### src/rtl/doab_pkg.sv
`default_nettype none
// ----------------------------------------------------------------------------
// Density overlay alpha blend package
// Shared types, register codes and arithmetic constants of the overlay block.
// ----------------------------------------------------------------------------
package doab_pkg;

  localparam int CFG_IDX_W  = 3;
  localparam int CFG_DATA_W = 13;

  typedef enum logic [CFG_IDX_W-1:0] {
    CFG_FRAME_WIDTH  = 3'd0,
    CFG_FRAME_HEIGHT = 3'd1,
    CFG_GRID_WIDTH   = 3'd2,
    CFG_GRID_HEIGHT  = 3'd3,
    CFG_FORMAT_RGB   = 3'd4
  } cfg_reg_e;

  localparam logic [16:0] Q16_ONE      = 17'd65536;
  localparam logic [14:0] ALPHA_SCALE  = 15'd29491;
  localparam logic [14:0] ALPHA_FLOOR  = 15'd65;
  localparam logic [15:0] DIV10_RECIP  = 16'd52429;
  localparam int          DIV10_SHIFT  = 19;
  localparam logic [11:0] TINT_TENTHS [3] = '{12'd2091, 12'd2295, 12'd2550};

  localparam int NUM_W               = 25;
  localparam int DIV_STEPS_PER_STAGE = 5;
  localparam int DIV_STAGES          = NUM_W / DIV_STEPS_PER_STAGE;

  localparam int MQ_DEPTH  = 4;
  localparam int OFQ_DEPTH = 16;
  localparam int OFQ_CW    = $clog2(OFQ_DEPTH) + 1;

  typedef struct packed {
    logic [12:0] fw;
    logic [12:0] fh;
    logic [12:0] gw;
    logic [12:0] gh;
    logic        passthru;
  } cfg_t;

  typedef struct packed {
    logic        is_wr;
    logic        wr_ok;
    logic [11:0] wr_idx;
    logic [16:0] dens;
    logic        bypass;
    logic [7:0]  red;
    logic [7:0]  green;
    logic [7:0]  blue;
  } bk_item_t;

  typedef struct packed {
    bk_item_t         it;
    logic [NUM_W-1:0] num_x;
    logic [NUM_W-1:0] num_y;
  } mq_item_t;

  typedef struct packed {
    logic [7:0] red;
    logic [7:0] green;
    logic [7:0] blue;
    logic       blended;
  } out_item_t;

  typedef struct packed {
    logic [12:0]      rem;
    logic [NUM_W-1:0] num;
    logic [NUM_W-1:0] quo;
  } div_st_t;

  // One restoring division step: bring down the next dividend bit.
  function automatic div_st_t div_step(div_st_t s, logic [12:0] d);
    logic [13:0] r;
    div_st_t     o;
    r     = {s.rem, s.num[NUM_W-1]};
    o.num = {s.num[NUM_W-2:0], 1'b0};
    if (r >= {1'b0, d}) begin
      o.rem = 13'(r - {1'b0, d});
      o.quo = {s.quo[NUM_W-2:0], 1'b1};
    end else begin
      o.rem = r[12:0];
      o.quo = {s.quo[NUM_W-2:0], 1'b0};
    end
    return o;
  endfunction

endpackage
`default_nettype wire

### src/rtl/doab_front.sv
`default_nettype none
// ----------------------------------------------------------------------------
// Overlay front end
// Holds the configuration registers and classifies each accepted item.
// ----------------------------------------------------------------------------
module doab_front import doab_pkg::*; #(
  parameter int GRID_CELLS    = 4096,
  parameter int MAX_FRAME_DIM = 4096
) (
  input  wire logic                   clk_i,
  input  wire logic                   rst_ni,
  input  wire logic                   cfg_we_i,
  input  wire logic [CFG_IDX_W-1:0]   cfg_idx_i,
  input  wire logic [CFG_DATA_W-1:0]  cfg_data_i,
  input  wire logic                   action_i,
  input  wire logic [11:0]            cell_index_i,
  input  wire logic signed [17:0]     density_value_i,
  input  wire logic [11:0]            pixel_x_i,
  input  wire logic [11:0]            pixel_y_i,
  input  wire logic [7:0]             red_in_i,
  input  wire logic [7:0]             green_in_i,
  input  wire logic [7:0]             blue_in_i,
  output cfg_t                        cfg_o,
  output mq_item_t                    item_o
);

  function automatic logic [12:0] frame_dim(logic [12:0] v);
    logic [12:0] r;
    if (v == 13'd0) begin
      r = 13'd1;
    end else if (32'(v) > MAX_FRAME_DIM) begin
      r = 13'(MAX_FRAME_DIM);
    end else begin
      r = v;
    end
    return r;
  endfunction

  logic [12:0] fw_q, fh_q, gw_q, gh_q;
  logic        rgb_q;
  logic [16:0] dens;

  always_ff @(posedge clk_i or negedge rst_ni) begin
    if (!rst_ni) begin
      fw_q  <= frame_dim(13'd640);
      fh_q  <= frame_dim(13'd480);
      gw_q  <= 13'd0;
      gh_q  <= 13'd0;
      rgb_q <= 1'b1;
    end else if (cfg_we_i) begin
      unique case (cfg_reg_e'(cfg_idx_i))
        CFG_FRAME_WIDTH:  fw_q  <= frame_dim(cfg_data_i);
        CFG_FRAME_HEIGHT: fh_q  <= frame_dim(cfg_data_i);
        CFG_GRID_WIDTH:   gw_q  <= cfg_data_i;
        CFG_GRID_HEIGHT:  gh_q  <= cfg_data_i;
        CFG_FORMAT_RGB:   rgb_q <= cfg_data_i[0];
        default: ;
      endcase
    end
  end

  always_comb begin
    cfg_o.fw       = fw_q;
    cfg_o.fh       = fh_q;
    cfg_o.gw       = gw_q;
    cfg_o.gh       = gh_q;
    cfg_o.passthru = !rgb_q || (gw_q == 13'd0) || (gh_q == 13'd0);
  end

  always_comb begin
    if (density_value_i[17]) begin
      dens = 17'd0;
    end else if (density_value_i[16:0] > Q16_ONE) begin
      dens = Q16_ONE;
    end else begin
      dens = density_value_i[16:0];
    end
  end

  always_comb begin
    item_o.it.is_wr  = !action_i;
    item_o.it.wr_ok  = (32'(cell_index_i) < GRID_CELLS);
    item_o.it.wr_idx = cell_index_i;
    item_o.it.dens   = dens;
    item_o.it.bypass = cfg_o.passthru;
    item_o.it.red    = red_in_i;
    item_o.it.green  = green_in_i;
    item_o.it.blue   = blue_in_i;
    item_o.num_x     = NUM_W'(pixel_x_i) * NUM_W'(gw_q);
    item_o.num_y     = NUM_W'(pixel_y_i) * NUM_W'(gh_q);
  end

endmodule
`default_nettype wire

### config.mk
export PLATFORM = sky130hd
export DESIGN_NAME = doab_front
export DESIGN_NICKNAME = d
export VERILOG_FILES = /design/src/rtl/doab_pkg.sv /design/src/rtl/doab_front.sv
export SDC_FILE = /design/constraint.sdc
export NUM_CORES = 1
export LEC_CHECK = 0
export BUFFER_PORTS_ARGS = -buffer_cell sky130_fd_sc_hd__buf_2
export CAP_MARGIN = 10
export CELL_PAD_IN_SITES_DETAIL_PLACEMENT = 2
export CELL_PAD_IN_SITES_GLOBAL_PLACEMENT = 2
export CORE_AREA = 2 2 225 172
export DETAILED_ROUTE_END_ITERATION = 6
export DIE_AREA = 0 0 227 174
export MAX_ROUTING_LAYER = met4
export PLACE_DENSITY_LB_ADDON = 0.1
export SLEW_MARGIN = 20
export SYNTH_ARGS = -nofsm -noshare
export SYNTH_HDL_FRONTEND = slang
export SYNTH_SLANG_ARGS = --single-unit
### constraint.sdc
create_clock -name clk_i -period 5.9 [get_ports clk_i]
set_input_delay 0.295 -clock clk_i [delete_from_list [all_inputs] [get_ports clk_i]]
set_output_delay 0.295 -clock clk_i [all_outputs]
set_load 0.01 [all_outputs]
# Word-level counts from Yosys, hierarchy flattened
# Cells that the tools add are included.
# Widths: inputs -> output; s select.
# word_totals
wordCells	30
regBits	53
in_bits	98
output_inout_bits	159
# classes
mux	4
magnitude_cmp	2
n_eq_ne	4
multipliers	2
reduce_logical	13
# ops
cell	n
$mul 12x13->25	2
$logic_not 13->1	3
$mux 17	2
$mux 13	2
$gt 17x17->1 const B	1
$gt 13x13->1 const B	1
$reduce_and 2->1	5
$eq 3x2->1 const B	2
$eq 3x1->1 const B	1
$eq 3x3->1 const B	1
$logic_not 3->1	1
$logic_not 1->1	2
$logic_or 1x1->1	2

# Logic depth before layout (Yosys ltp)
# depth
depth_word	3
mapped_depth	20
ltp_nobuf	18

# Worst setup path before layout
# Ideal clock, no wire load.
# synth_path
kind	flip-flop to output port
startpoint	reg gw_q[5]
endpoint	out item_o[49] (netlist bit)
stages_incl_launch_ff	19
t_required_ns	5.605
arrival_time_ns	4.988
n_path_buf	2
path_slack_ns	0.617
path_cell_list	dfrtp_1 > clkbuf_1 > and2_1 > fa_1 > inv_1 > fa_1 > inv_1 > fa_1 > fa_1 > inv_1 > fa_1 > inv_1 > ha_1 > buf_2 > a21o_1 > a2111oi_4 > o31ai_2 > or4_1 > nand3_1
# synth_rtl
item	line_no	source
from (decl)	doab_front.sv:39	logic [12:0] fw_q, fh_q, gw_q, gh_q;
from (signal assigned)	doab_front.sv:54	CFG_GRID_WIDTH: gw_q <= cfg_data_i;
to (decl)	doab_front.sv:24	output mq_item_t item_o

==> flow_summary.toml <==
[status]
status = "finished clean"

[route]
viasPerCell = 4.887
dr_total_vias = 10510
drc_errors = 0
drt_iter0_drc = 415
wl_per_cell_um = 20.14
dr.pass1.iters = 4
detail-route-antenna-nets = 0
routed_wl_um = 43330

[synth]
ys_seq_elements = 53
synth_cells = 1488
ys_seq_area_frac = 0.1035
ys_types = 60
synthesis.nets = 1932
synth_area_per_cell_um2 = 8.667
synth_ff_type = "dfrtp_1"
synth_edf_count = 0
synth_warnings = 0
syn_area_um2 = 12900
async_reset_ff_frac = 1.000

[clocking]
insertion_delay_ns = 0.30
cts_tree = "yes"
ctsHtreeMaxLevel = 2
clkTransAtPathRegs_ns = 0.08
clockBufferDepth = 2
cts_root_buf = "clkbuf_16"
clock-sinks = 53
numCtsBuffers = 5
ctsHoldBuffers = 0

[critical_path]
cp_max_fo = 9
required_ns = 5.61
critPathCaptureType = "output port"
crit_type = "reg2out"
setup.worst_path.start_class = "flip-flop"
arrival_ns = 5.44

[floorplanning]
die_h_um = 174
die_area_um2 = 39500
core-area_um2 = 37550
start_util = 0.3435
die_w_um = 227
io_pins = 257
row_count = 62

[global_routing]
grt_pass1_wl_um = 69110
antenna_found_initial = 6
gr-total-overflow = 0
grt_max_degree = 54
grt_pass1_vias = 12010
grt_usage = 0.2320

[timing]
tightest_slew_ns = 0.9370
skew_ns = 0
finalSetupViolCount = 0
slew_viol_final = 0
fin_crit_ns = 5.739
fin_hold_ws_ns = 0.1259
timing.fmax_mhz = 174.2
final_hold_viol_count = 0
rsz0062_at_grt = "true"
setup_slack_ns = 0.1609
max_slew_margin = 0.3734
timing.final.crit_share = 0.9727

[layout]
final_nets = 2077
drive_gt1_frac = 0.2050
stdcell_count = 2151
register_area_um2 = 1361
nFillCells = 4327
multi_input_area_um2 = 10000
area.growth.synth_to_final_pct = 13.56
post-route-util = 0.3901

[placed_design]
dp_hpwl_um = 36490
dpl.cell_count = 2113
numPortBuffers = 183
gp_congestion = 0.8302
pre_cts_slack_ns = 0.1457

[job]
cap_violations = 0

[worst_hold_path]
hold_path_class = "in2async"
==> worst paths after layout <==
kind                                        endpoint  cells after the start  slack [ns]            startpoint
worst max-delay path                      item_o[38]                     16        0.16   gw_q[3]$_DFFE_PN0P_
worst min-delay path            fh_q[10]$_DFFE_PN0P_                      2        0.13                rst_ni
worst max register to register   gw_q[5]$_DFFE_PN0P_                      3        4.66   gw_q[5]$_DFFE_PN0P_
worst min register to register  fw_q[11]$_DFFE_PN0P_                      2        0.48  fw_q[11]$_DFFE_PN0P_
max in group asynchronous        gw_q[4]$_DFFE_PN0P_                      2        5.23                rst_ni
min in group clk_i               gh_q[2]$_DFFE_PN0P_                      2        0.31         cfg_data_i[2]
==> cell usage in the layout (no fill, tap or decap), types with 6 or more instances in the layout <==
cell type and count:
a21o_1 12, a21oi_1 31, a21oi_2 7, and2_1 133, buf_2 183, buf_4 57, dfrtp_1 29, dfrtp_2 15
dfstp_2 7, fa_1 220, ha_1 120, ha_2 6, inv_1 295, mux2_2 31, nand2_1 241, nand2b_1 15
nand3_1 20, nor2_1 22, nor2b_1 9, nor3_1 10, nor4_1 10, o211ai_1 6, o21ai_0 35, xnor2_1 20
xor2_1 15
==> logic make-up after synthesis <==
group / share of synthesized area
adder cells (fa/ha/maj): 0.4638
multiplexers: 0.02940
flip-flops: 0.1035
other: 0.0002908
AO/OA/AOI/OAI: 0.06976
XOR/XNOR: 0.02377
buffers and inverters: 0.1282
AND/OR/NAND/NOR: 0.1813
==> critical path, stage by stage, from the launching register on <==
cell,delay [ns]
dfrtp_4,0.55
buf_4,0.19
and2_1,0.18
fa_1,0.51
ha_1,0.22
fa_1,0.48
inv_1,0.05
fa_1,0.50
fa_1,0.50
inv_1,0.04
ha_1,0.36
and4_1,0.30
or2_1,0.34
a21o_1,0.25
a311o_1,0.36
nand3_1,0.14
buf_2,0.16
==> routing by layer <==
metal,routed length [um],track usage,vias up
met4,332,0.02424,0
met3,2019,0.02552,24
met5,0,-,-
met1,20780,0.3241,5457
li1,-,-,4824
met2,20190,0.3754,206
==> area by class of cell <==
type | count | share of cell area
well taps | 512 | 0.04374
flip-flops and latches | 53 | 0.09295
clock buffers | 6 | 0.008800
repair buffers | 243 | 0.09398
multi-input cells | 1035 | 0.6831
clock inverters | 2 | 0.0009398
diodes | 5 | 0.0008543
inverters | 295 | 0.07561
==> registers in the layout (all words and copies together) (netlist names) <==
register	count
gw_q	13
gh_q	13
rgb_q	1
fw_q	13
fh_q	13
==> timing repair <==
item | CTS | global route
resized for setup | 6 | 45
setup endpoints to repair | 11 | 23
endpoints found under the hold margin | 0 | 0
pin swaps | 0 | 5
buffers inserted | 0 | 25
==> stage by stage <==
stage / TNS, ns / cell area, um2
3_3_place_gp: 0 / 14170
5_1_grt: -0.1320 / 14650
4_1_cts: 0 / 14320
2_1_floorplan: 0 / 12900
3_5_place_dp: 0 / 14170
6_report: 0 / 14650
==> synth_stat cells (2+ instances only) <==
master    instances  area, um2
xor2_1           15      131.4
a31oi_1           5      31.28
nand2_1         241      904.6
nor3_1           10      50.05
nand3b_1          3      22.52
fa_1            220       4404
xnor2_1          20      175.2
mux2_2           31      349.1
ha_1            126       1577
clkbuf_1         59      221.5
nor2b_1           9      56.30
dfstp_2           7      183.9
nand3_1          21      105.1
nand2b_1         15      93.84
a211oi_1          3      22.52
and4_1            3      26.28
a221oi_1          3      26.28
a21o_1           12      90.09
o21ai_0          38      190.2
and2_1          134      838.3
nor2_1           24      90.09
o21bai_1          2      15.01
o211ai_1          6      45.04
and3_1            5      31.28
o311a_1           2      20.02
nor4_1           10      62.56
mux2i_1           3      30.03
dfrtp_1          46       1151
a221o_1           2      20.02
o21a_1            3      22.52
buf_4            38      285.3
nand4_1           5      31.28
a311o_1           2      20.02
a211o_1           2      17.52
inv_1           295       1107
buf_2             7      35.03
a21oi_1          37      185.2
a41oi_1           2      17.52
Power is not shown: default switching activity piles up to over one toggle a cycle in this logic, so the estimate is an artifact.
