**src/rtl/doab_queue.sv**
```systemverilog
`default_nettype none
// ----------------------------------------------------------------------------
// Overlay item queue
// Small first-in first-out buffer with an occupancy count.
// ----------------------------------------------------------------------------
module doab_queue #(
  parameter int W     = 8,
  parameter int DEPTH = 4
) (
  input  wire logic                       clk_i,
  input  wire logic                       rst_ni,
  input  wire logic                       push_i,
  input  wire logic [W-1:0]               data_i,
  output logic                            full_o,
  input  wire logic                       pop_i,
  output logic [W-1:0]                    data_o,
  output logic                            empty_o,
  output logic [$clog2(DEPTH):0]          count_o
);

  localparam int PW = $clog2(DEPTH);
  localparam int CW = PW + 1;

  logic [W-1:0]  mem_q [DEPTH];
  logic [PW-1:0] wr_ptr_q, wr_ptr_d;
  logic [PW-1:0] rd_ptr_q, rd_ptr_d;
  logic [CW-1:0] cnt_q, cnt_d;
  logic          do_push, do_pop;

  assign full_o  = (cnt_q == CW'(DEPTH));
  assign empty_o = (cnt_q == '0);
  assign count_o = cnt_q;
  assign data_o  = mem_q[rd_ptr_q];
  assign do_push = push_i && !full_o;
  assign do_pop  = pop_i && !empty_o;

  always_comb begin
    wr_ptr_d = do_push ? wr_ptr_q + PW'(1) : wr_ptr_q;
    rd_ptr_d = do_pop ? rd_ptr_q + PW'(1) : rd_ptr_q;
    cnt_d    = cnt_q + CW'(do_push) - CW'(do_pop);
  end

  always_ff @(posedge clk_i or negedge rst_ni) begin
    if (!rst_ni) begin
      wr_ptr_q <= '0;
      rd_ptr_q <= '0;
      cnt_q    <= '0;
    end else begin
      wr_ptr_q <= wr_ptr_d;
      rd_ptr_q <= rd_ptr_d;
      cnt_q    <= cnt_d;
    end
  end

  always_ff @(posedge clk_i) begin
    if (do_push) begin
      mem_q[wr_ptr_q] <= data_i;
    end
  end

endmodule
`default_nettype wire

```
**config.mk**
```make
export PLATFORM = sky130hd
export DESIGN_NAME = doab_queue
export DESIGN_NICKNAME = d
export VERILOG_FILES = /design/src/rtl/doab_queue.sv
export SDC_FILE = /design/constraint.sdc
export NUM_CORES = 1
export LEC_CHECK = 0
export ABC_AREA = 1
export BUFFER_PORTS_ARGS = -buffer_cell sky130_fd_sc_hd__buf_2
export CAP_MARGIN = 20
export CELL_PAD_IN_SITES_DETAIL_PLACEMENT = 2
export CELL_PAD_IN_SITES_GLOBAL_PLACEMENT = 2
export CORE_ASPECT_RATIO = 1.1
export CORE_MARGIN = 2
export CORE_UTILIZATION = 39
export CTS_CLUSTER_SIZE = 12
export DETAILED_ROUTE_END_ITERATION = 6
export PLACE_DENSITY = 0.89
export SLEW_MARGIN = 20
export SYNTH_ARGS = -nofsm -noshare
export SYNTH_HDL_FRONTEND = slang
export SYNTH_SLANG_ARGS = --single-unit
```
**constraint.sdc**
```tcl
create_clock -name clk_i -period 3.2 [get_ports clk_i]
set_input_delay 0.48 -clock clk_i [delete_from_list [all_inputs] [get_ports clk_i]]
set_output_delay 0.48 -clock clk_i [all_outputs]
set_load 0.02 [all_outputs]
```
# After elaboration in Yosys (flattened, before gate mapping)
# Memories as Yosys holds them, arrays and structs flattened.
# Cells that the tools add are included.
dict set report word_totals {
  word_cells 16
  n_memories 1
  ramBits 32
  register_bits 7
}
# memory words word_bits read_ports rd_ports_with_merged_regs write_ports line
set memory_table {}
lappend memory_table {mem_q 4 8 1 0 1 24} ;# logic [W-1:0] mem_q [DEPTH];
dict set report classes {
  n_addsub 4
  muxes 2
  reduce_logical 5
  eq_ne 1
}
# op count
set ops {}
lappend ops {{2-bit by 1-bit adder with 2-bit output, second input constant} 2}
lappend ops {{3-bit by 1-bit adder with 3-bit output} 1}
lappend ops {{3-bit == test, second input constant} 1}
lappend ops {{3-bit zero test} 1}
lappend ops {{3-bit by 1-bit subtractor with 3-bit output} 1}
lappend ops {{1-bit logical AND} 2}
lappend ops {{1-bit zero test} 2}
lappend ops {{1-bit 2-to-1 mux} 2}

# Logic depth before layout (Yosys ltp)
# Gate-level depths: netlist of run 1.
dict set report logic_depth {
  word_depth 5
  ltp_mapped 10
  mapped_depth_nobuf 10
}

# Worst setup path after synthesis of run 1
# Ideal clock, no wire load.
dict set report synth_timing {
  kind {reg-to-reg}
  from {register cnt_q[1], in the netlist count_o[1]}
  to {register cnt_q[2], in the netlist count_o[2]}
  path_buffers 0
  slack_ns 1.261
  arrival_time_ns 1.875
  required_time_ns 3.135
  stages_incl_launch_ff 11
  synth_period_minus_slack_ns 1.939
  cell_sequence {dfrtp_1 > nor2_1 > nand2_1 > nand2_1 > inv_1 > ha_1 > inv_1 > ha_1 > fa_1 > nand3b_1 > nand2_1}
}
# element line
set synth_rtl {}
lappend synth_rtl {{start, declared} 27} ;# logic [CW-1:0] cnt_q, cnt_d;
lappend synth_rtl {{start signal, assigned} 51} ;# cnt_q <= cnt_d;
lappend synth_rtl {{3-bit zero test} 31} ;# assign empty_o = (cnt_q == '0);
lappend synth_rtl {{1-bit zero test} 35} ;# assign do_pop = pop_i && !empty_o;
lappend synth_rtl {{1-bit logical AND} 35}
lappend synth_rtl {{named net do_pop} 28} ;# logic do_push, do_pop;
lappend synth_rtl {{3-bit by 1-bit subtractor with 3-bit output} 40} ;# cnt_d = cnt_q + CW'(do_push) - CW'(do_pop);
lappend synth_rtl {{named net cnt_d[2]} 27}
# The timed path passes the listed nets, and every way through them passes these cells.
# A chain may end at the register's enable or synchronous reset.

# Final worst setup path of run 1
dict set report layout_timing {
  from {register rd_ptr_q[0]}
  to {output port data_o[2]}
}
dict set report layout_via {
  elab_chain_len 1
}
# element line
set layout_rtl {}
lappend layout_rtl {{start, declared} 26} ;# logic [PW-1:0] rd_ptr_q, rd_ptr_d;
lappend layout_rtl {{start signal, assigned} 50} ;# rd_ptr_q <= rd_ptr_d;
lappend layout_rtl {{memory 4 x 8 bit} n/a}
lappend layout_rtl {{end, declared} 16} ;# output logic [W-1:0] data_o,
# No other way between the ends.

==> results of run 1 <==
[per-layer routing]
metal / up-vias / share of wire, % / track usage (%) / routed length (um)
li1: 561 / - / - / -
met1: 585 / 37 / 21.7 / 1690
met2: 29 / 57 / 39.7 / 2600
met3: 12 / 2.9 / 4.59 / 134
met4: 0 / 3.4 / 10.2 / 155
met5: - / 0 / 0 / 0
[flip-flops by register name, indices dropped and copies added, names as in the netlist]
signal / count
count_o: 3
mem_q: 32
rd_ptr_q: 2
wr_ptr_q: 2
[power by group]
group	internal, uW	switching [uW]
clock network	228	168
registers	685	98.0
logic	245	556
total	1160	822
[kinds of logic after synthesis]
kind of cell | after synthesis | share of synthesized area [%]
AO/OA/AOI/OAI | 16 | 4.64
adder cells (fa/ha/maj) | 7 | 5.51
flip-flops | 39 | 65.8
AND/OR/NAND/NOR | 69 | 16.4
buffers and inverters | 28 | 7.61
[path summary, 6_finish.rpt]
check                         endpoint  slack [ns]  cells after the start
max                          data_o[2]        0.85                      4
min in group clk_i         mem_q[0][2]        0.41                      1
max reg2reg                 count_o[2]        1.09                     10
min reg2reg                wr_ptr_q[1]        0.54                      2
min                         count_o[2]        0.02                      1
max in group asynchronous   count_o[1]        3.02                      1
[layout by cell type, fill, tap and decap left out]
cell	netlist	layout
buf_4	1	1
clkbuf_8	0	5
nand3_1	4	4
nor2_2	3	3
bufinv_16	0	1
o21ai_1	11	11
fa_1	1	1
clkinv_2	0	1
nor2_1	18	18
edfxtp_1	32	32
nand2_4	1	1
dfrtp_1	7	7
ha_1	6	6
clkinv_1	0	1
inv_2	1	1
inv_1	23	23
nand2_1	42	42
nand3b_1	1	1
o21ai_0	5	5
buf_2	0	24
[area by class of cell]
type                            instances  area [sq um]  share of cell area (%)
Clock buffer                            5          68.8                    3.46
Clock inverter                          3          38.8                    1.95
Inverter                               24          90.1                    4.53
Multi-Input combinational cell         92           458                    23.0
Sequential cell                        39          1140                    57.2
Tap cell                               54          67.6                    3.40
Timing Repair Buffer                   25           128                    6.42
[worst max-delay path, stage by stage, from the launching register on]
cell and delay (ns):
dfrtp_1 0.74, inv_1 0.33, o21ai_0 0.24, nand2_1 0.10, buf_2 0.17
[metrics by stage]
step	area (sq um)	instances	power [uW]
2_1_floorplan	1730	159	1330
5_1_grt	1990	242	2130
4_1_cts	1990	242	2020
3_5_place_dp	1880	234	1610
3_3_place_gp	1880	234	1490
6_report	1990	242	1980
==> out/metrics.cfg, run 1 <==
[synth]
mappedNetlistArea_sq_mm = 0.00173
post_synth_edffs = 32
synth_area_leader_cell = edfxtp_1
postSynth.asyncResetShare_pct = 17.9
synth.most_common_cell = nand2_1
yosysTopAreaCellShare_pct = 55.7
syn-num-nets = 178
netlist_top_cells_area = edfxtp_1, dfrtp_1, nand2_1, inv_1, ha_1
synth_warnings = 0
synthFlopType = edfxtp_1
postSynthCellCount = 159
synth_cell_types = 16
ys_ff_latch = 39
register_area_share_after_synthesis_pct = 65.8
postSynthAreaPerCell_sq_um = 10.9
synth.cells.most_frequent = nand2_1, edfxtp_1, inv_1

[critical_path]
crit_type = register to primary output
regToRegStartpoint = count_o[1]
crit_fanout = 19
worstPathArrival_ns = 1.87
timing.critical_path.from_type = register
setup.worst_path.start = rd_ptr_q[0]
crit_end_element = primary output
cp.required_ns = 2.72

[power]
peakVddDrop_mv = 0.392
power.static_leakage_uw = 0.000906
power_density_mw_per_mm2 = 997

[timing]
layout_setup_ws_ns = 0.847
post_route_clock_skew_ns = 0.00721
totalNegativeSetupSlack_ns = 0
maximum_clock_frequency_mhz = 425
final.min_clock_period_ns = 2.35
max_slew_margin_pct = 46.4
worst_margin_pin_slew_ns = 0.802
post-route-period-util_pct = 73.5
report.final.setup_viol = 0
rsz0062_at_grt = false
hold_slack_ns = 0.0188
hold_viol_final = 0
report.final.slew_viol_count = 0

[global_route]
antenna_found_initial = 0
number_of_global_route_vias_before_repair = 1355
largest_net_degree_at_the_start_of_global_routing = 20
grt_first_pass_wirelength_um = 7090
grt_overflow = 0
grt_use_total_pct = 21.1

[placed_design]
pre_cts_ws_ns = 1.11
globalplace.congestion = 0.683
detailedPlacementHpwl_um = 3360
count_of_input_and_output_buffers = 24

[floorplan]
start_util_pct = 40.3
design.core.area_sq_mm = 0.00429
fp-row-count = 25
ioPinCount = 25
dieArea_sq_mm = 0.00497
die-height_um = 73.8
die_x_um = 67.4

[detailed_routing]
detail_route.wirelength_um = 4580
drt_pre_antenna_iters = 4
post_drt_via_cell_ratio = 4.90
drt.antenna.violating_nets = 0
number_of_drc_violations_after_detailed_routing_iteration_0 = 47
detail_route.wl_per_cell_um = 18.9
post-route-drc-count = 0
route.vias.total = 1187

[clock_tree]
max_h_tree_level = 2
cts_setup_buffers = 0
worst_setup_hold_path_clk_slew_ns = 0.07
cts.hold.buffers_added = 0
clock_network_latency_to_the_later_pin_of_the_worst_skew_pair_ns = 0.29
clk_root_buffer_cell = clkbuf_8
numClockSinks = 39
cts_resized = 0
tritoncts.num_buffers = 5
cts_buffer_depth = 2
cts_tree = done

[layout]
final_net_count = 206
areaGrowthSynthToFinish_pct = 15.2
post_route_cells_drive_above_1_share_pct = 19.7
utilization_pct = 46.4
number_of_filler_cells_placed_in_the_layout = 451
antenna-diode-count = 0

[worst_hold_path]
hold_class = input pin to asynchronous set/reset pin

[job]
maxCapViolCount = 0

[status]
result_of_the_run = finished, final reports clean

Power figures use the tool's default switching activity.
==> run 2: changes to the inputs <==
Settings changed: ABC_AREA 1 to 0, CORE_UTILIZATION 39 to 41, PLACE_DENSITY 0.89 to 0.83.
Clock period 3.2 ns to 2.19 ns, I/O delays scaled along.
==> run 2 against run 1 <==
Setup slack worse by 0.77 ns. Core utilization rose by 7.5 points. Die area down 10%. Clock power rose by 47%. Combinational power rose by 47%. Sequential share of layout area shrank 0.21 points. Critical path type is now register to register. Largest cell class unchanged. Largest power group is now registers.
==> out/metrics.cfg, run 2 <==
[layout]
final_net_count = 140  ; -32%
top_register = mem_q
mostFrequentLayoutCell = edfxtp_1
post_route_cells_drive_above_1_share_pct = 45.1  ; +25 points
layout.cells.most_common_list = edfxtp_1, buf_2, mux4_2, buf_4, inv_1
sequential_cell_area_sq_mm = 0.00114  ; +0.33%
areaGrowthSynthToFinish_pct = 23.3
utilization_pct = 53.9  ; +7.5 points
number_of_filler_cells_placed_in_the_layout = 338  ; -25%
multi_input_area_sq_um = 478  ; +4.4%
antenna-diode-count = 0  ; unchanged
largest_register_ffs = 32  ; unchanged

[critical_path]
r2r_cells = 8  ; -2
internal_reg_to_reg_setup_slack_ns = 0.08  ; -1.01 ns
regToRegStartpoint = count_o[2]
crit_end_element = register
crit_path_end = count_o[2]
crit_fanout = 4  ; -15
cp.required_ns = 2.36  ; -0.36 ns
timing.rr.end = count_o[2]
setup.worst_path.start = count_o[2]
timing.critical_path.from_type = register
worstPathArrival_ns = 2.28  ; +0.41 ns
crit_type = register to register

[synth]
synthFlopType = edfxtp_1
synth_cell_types = 18  ; +2
postSynthCellCount = 83  ; -48%
postSynth.asyncResetShare_pct = 17.9  ; unchanged
ys_ff_latch = 39  ; unchanged
syn-num-nets = 102  ; -43%
netlist_top_cells_area = edfxtp_1, mux4_2, dfrtp_1, ha_1, and3b_1
synth.most_common_cell = edfxtp_1
synth_area_leader_cell = edfxtp_1
synth.cells.most_frequent = edfxtp_1, mux4_2, dfrtp_1
synth_warnings = 0  ; unchanged
yosysTopAreaCellShare_pct = 59.2  ; +3.5 points
postSynthAreaPerCell_sq_um = 19.6  ; +80%
post_synth_edffs = 32  ; unchanged
mappedNetlistArea_sq_mm = 0.00162  ; -5.9%
register_area_share_after_synthesis_pct = 70.0  ; +4.2 points

[worst_hold_path]
hold_class = input pin to register
min_path_cells = 1

[clock_tree]
max_h_tree_level = 2  ; unchanged
numClockSinks = 39  ; unchanged
cts_buffer_depth = 2  ; unchanged
clock_network_latency_to_the_later_pin_of_the_worst_skew_pair_ns = 0.29  ; about the same
clk_root_buffer_cell = clkbuf_8
tritoncts.num_buffers = 5  ; unchanged
cts_tree = done
worst_setup_hold_path_clk_slew_ns = 0.08  ; about the same

[placed_design]
count_of_input_and_output_buffers = 24  ; unchanged
globalplace.congestion = 0.773  ; +13%
detailedPlacementHpwl_um = 2780  ; -17%

[power]
seq_power_share_pct = 40.4  ; +0.8 points
combPwrFrac_pct = 39.8  ; -0.7 points
power.static_leakage_uw = 0.000769  ; -15%
power_density_mw_per_mm2 = 1480  ; +48%
pwr-share-clk_pct = 19.7  ; -0.3 points
peakVddDrop_mv = 0.637  ; +63%
total_switching_power_uw = 1070  ; +31%
power_report.internal_total_uw = 1880  ; +63%
finalPower_uw = 2960  ; +49%
swShare_pct = 36.3  ; -5.2 points

[job]
maxCapViolCount = 0  ; unchanged

[timing]
post-route-period-util_pct = 96.4
post_route_clock_skew_ns = 0.00447  ; -0.00274 ns
report.final.setup_viol = 0  ; unchanged
max_slew_margin_pct = 67.2  ; +21 points
final.min_clock_period_ns = 2.11
maximum_clock_frequency_mhz = 474
worst_margin_pin_slew_ns = 0.491  ; -0.310 ns
report.final.slew_viol_count = 0  ; unchanged
hold_viol_final = 0  ; unchanged
totalNegativeSetupSlack_ns = 0  ; unchanged
hold_slack_ns = 0.258  ; +0.239 ns

[status]
result_of_the_run = finished, final reports clean

[global_route]
antenna_found_initial = 0  ; unchanged
grt_first_pass_wirelength_um = 6300  ; -11%
grt_overflow = 0  ; unchanged
number_of_global_route_vias_before_repair = 1018  ; -25%
grt_use_total_pct = 20.6  ; -0.55 points
largest_net_degree_at_the_start_of_global_routing = 13  ; -35%

[floorplan]
design.core.area_sq_mm = 0.00371  ; -13%
fp-row-count = 23  ; -8.0%
ioPinCount = 25  ; unchanged
start_util_pct = 43.7  ; +3.5 points
die-height_um = 70.0  ; -5.1%
die_x_um = 64.0  ; -5.1%
dieArea_sq_mm = 0.00448  ; -10%

[detailed_routing]
drt.antenna.violating_nets = 0  ; unchanged
detail_route.wl_per_cell_um = 23.9  ; +26%
detail_route.wirelength_um = 4110  ; -10%
drt_pre_antenna_iters = 4  ; unchanged
route.vias.total = 878  ; -26%
post-route-drc-count = 0  ; unchanged
post_drt_via_cell_ratio = 5.10  ; +4.1%
number_of_drc_violations_after_detailed_routing_iteration_0 = 79  ; +68%

==> run 2: cell types whose count changed after synthesis, moves of 5 or more <==
cell     previous run  this run
inv_1              23         6
o21ai_0             5         0
nand2_1            42         1
nor2_1             18         0
o21ai_1            11         0
mux4_2              0         8
==> run 2: logic make-up after synthesis <==
family          after synthesis  synth area share, %
compound gates                4                 1.93
xor+xnor                      4                 2.16
fa+ha+maj                     7                 5.86
buf+inv                       8                 2.16
flops                        39                 70.0
mux                           8                 11.1
simple gates                 13                 6.78
==> run 2: power by group through the flow <==
stage               Sequential (uW)  Combinational (uW)  Clock (uW)
finish                         1200                1180         583
global route                   1220                1280         612
CTS                            1190                1180         590
detailed placement             1200                1080           0
global placement               1160                1010           0
floorplan                      1150                 704           0
==> run 2: worst max-delay path, stage by stage, from the launching register on <==
cell and delay (ns):
dfrtp_2 0.47, nor3b_4 0.19, nand2b_1 0.18, ha_1 0.30, inv_1 0.05, ha_2 0.17
fa_2 0.35, xnor2_2 0.15, xnor2_1 0.13
==> run 2: worst min path at each step <==
stage,start,endpoint,slack [ns]
2_1_floorplan,rst_ni,count_o[0],0.03
3_3_place_gp,rst_ni,rd_ptr_q[0],0.17
5_1_grt,data_i[2],mem_q[1][2],0.26
6_report,data_i[0],mem_q[2][0],0.26
4_1_cts,data_i[2],mem_q[0][2],0.26
3_5_place_dp,rst_ni,rd_ptr_q[0],0.18
==> run 2: layout make-up <==
class / instances / share of cell area [%]
multi-input combinational: 36 / 23.9
clock inverter: 3 / 1.94
timing repair buffer: 33 / 9.51
tap: 50 / 3.13
clock buffer: 5 / 3.44
sequential: 39 / 57.0
inverter: 6 / 1.13
==> run 2: metal layers <==
metal  GRT usage [%]  up-vias  wire, um
met5               0        -         0
met1            21.7      456      1520
met2            38.2       19      2370
met3            6.44        8       146
met4            6.28        0        73
li1                -      395         -
==> run 2: repair_timing <==
| action | 4_1_cts | 5_1_grt |
|---|---|---|
| hold buffers | 1 | 0 |
| resized for setup | 5 | 2 |
| setup endpoints to repair | 1 | 1 |
| setup buffers | 3 | 0 |
| hold endpoints to repair | 7 | 0 |
| pin swaps | 1 | 1 |
==> run 2: stage by stage <==
stage	worst slack [ns]	area [sq um]	instances
global placement	0.152	1830	160
global route	-0.00923	2000	172
detailed placement	-0.0995	1830	160
floorplan	0.0172	1620	83
CTS	0.00702	2000	172
finish	0.0797	2000	172
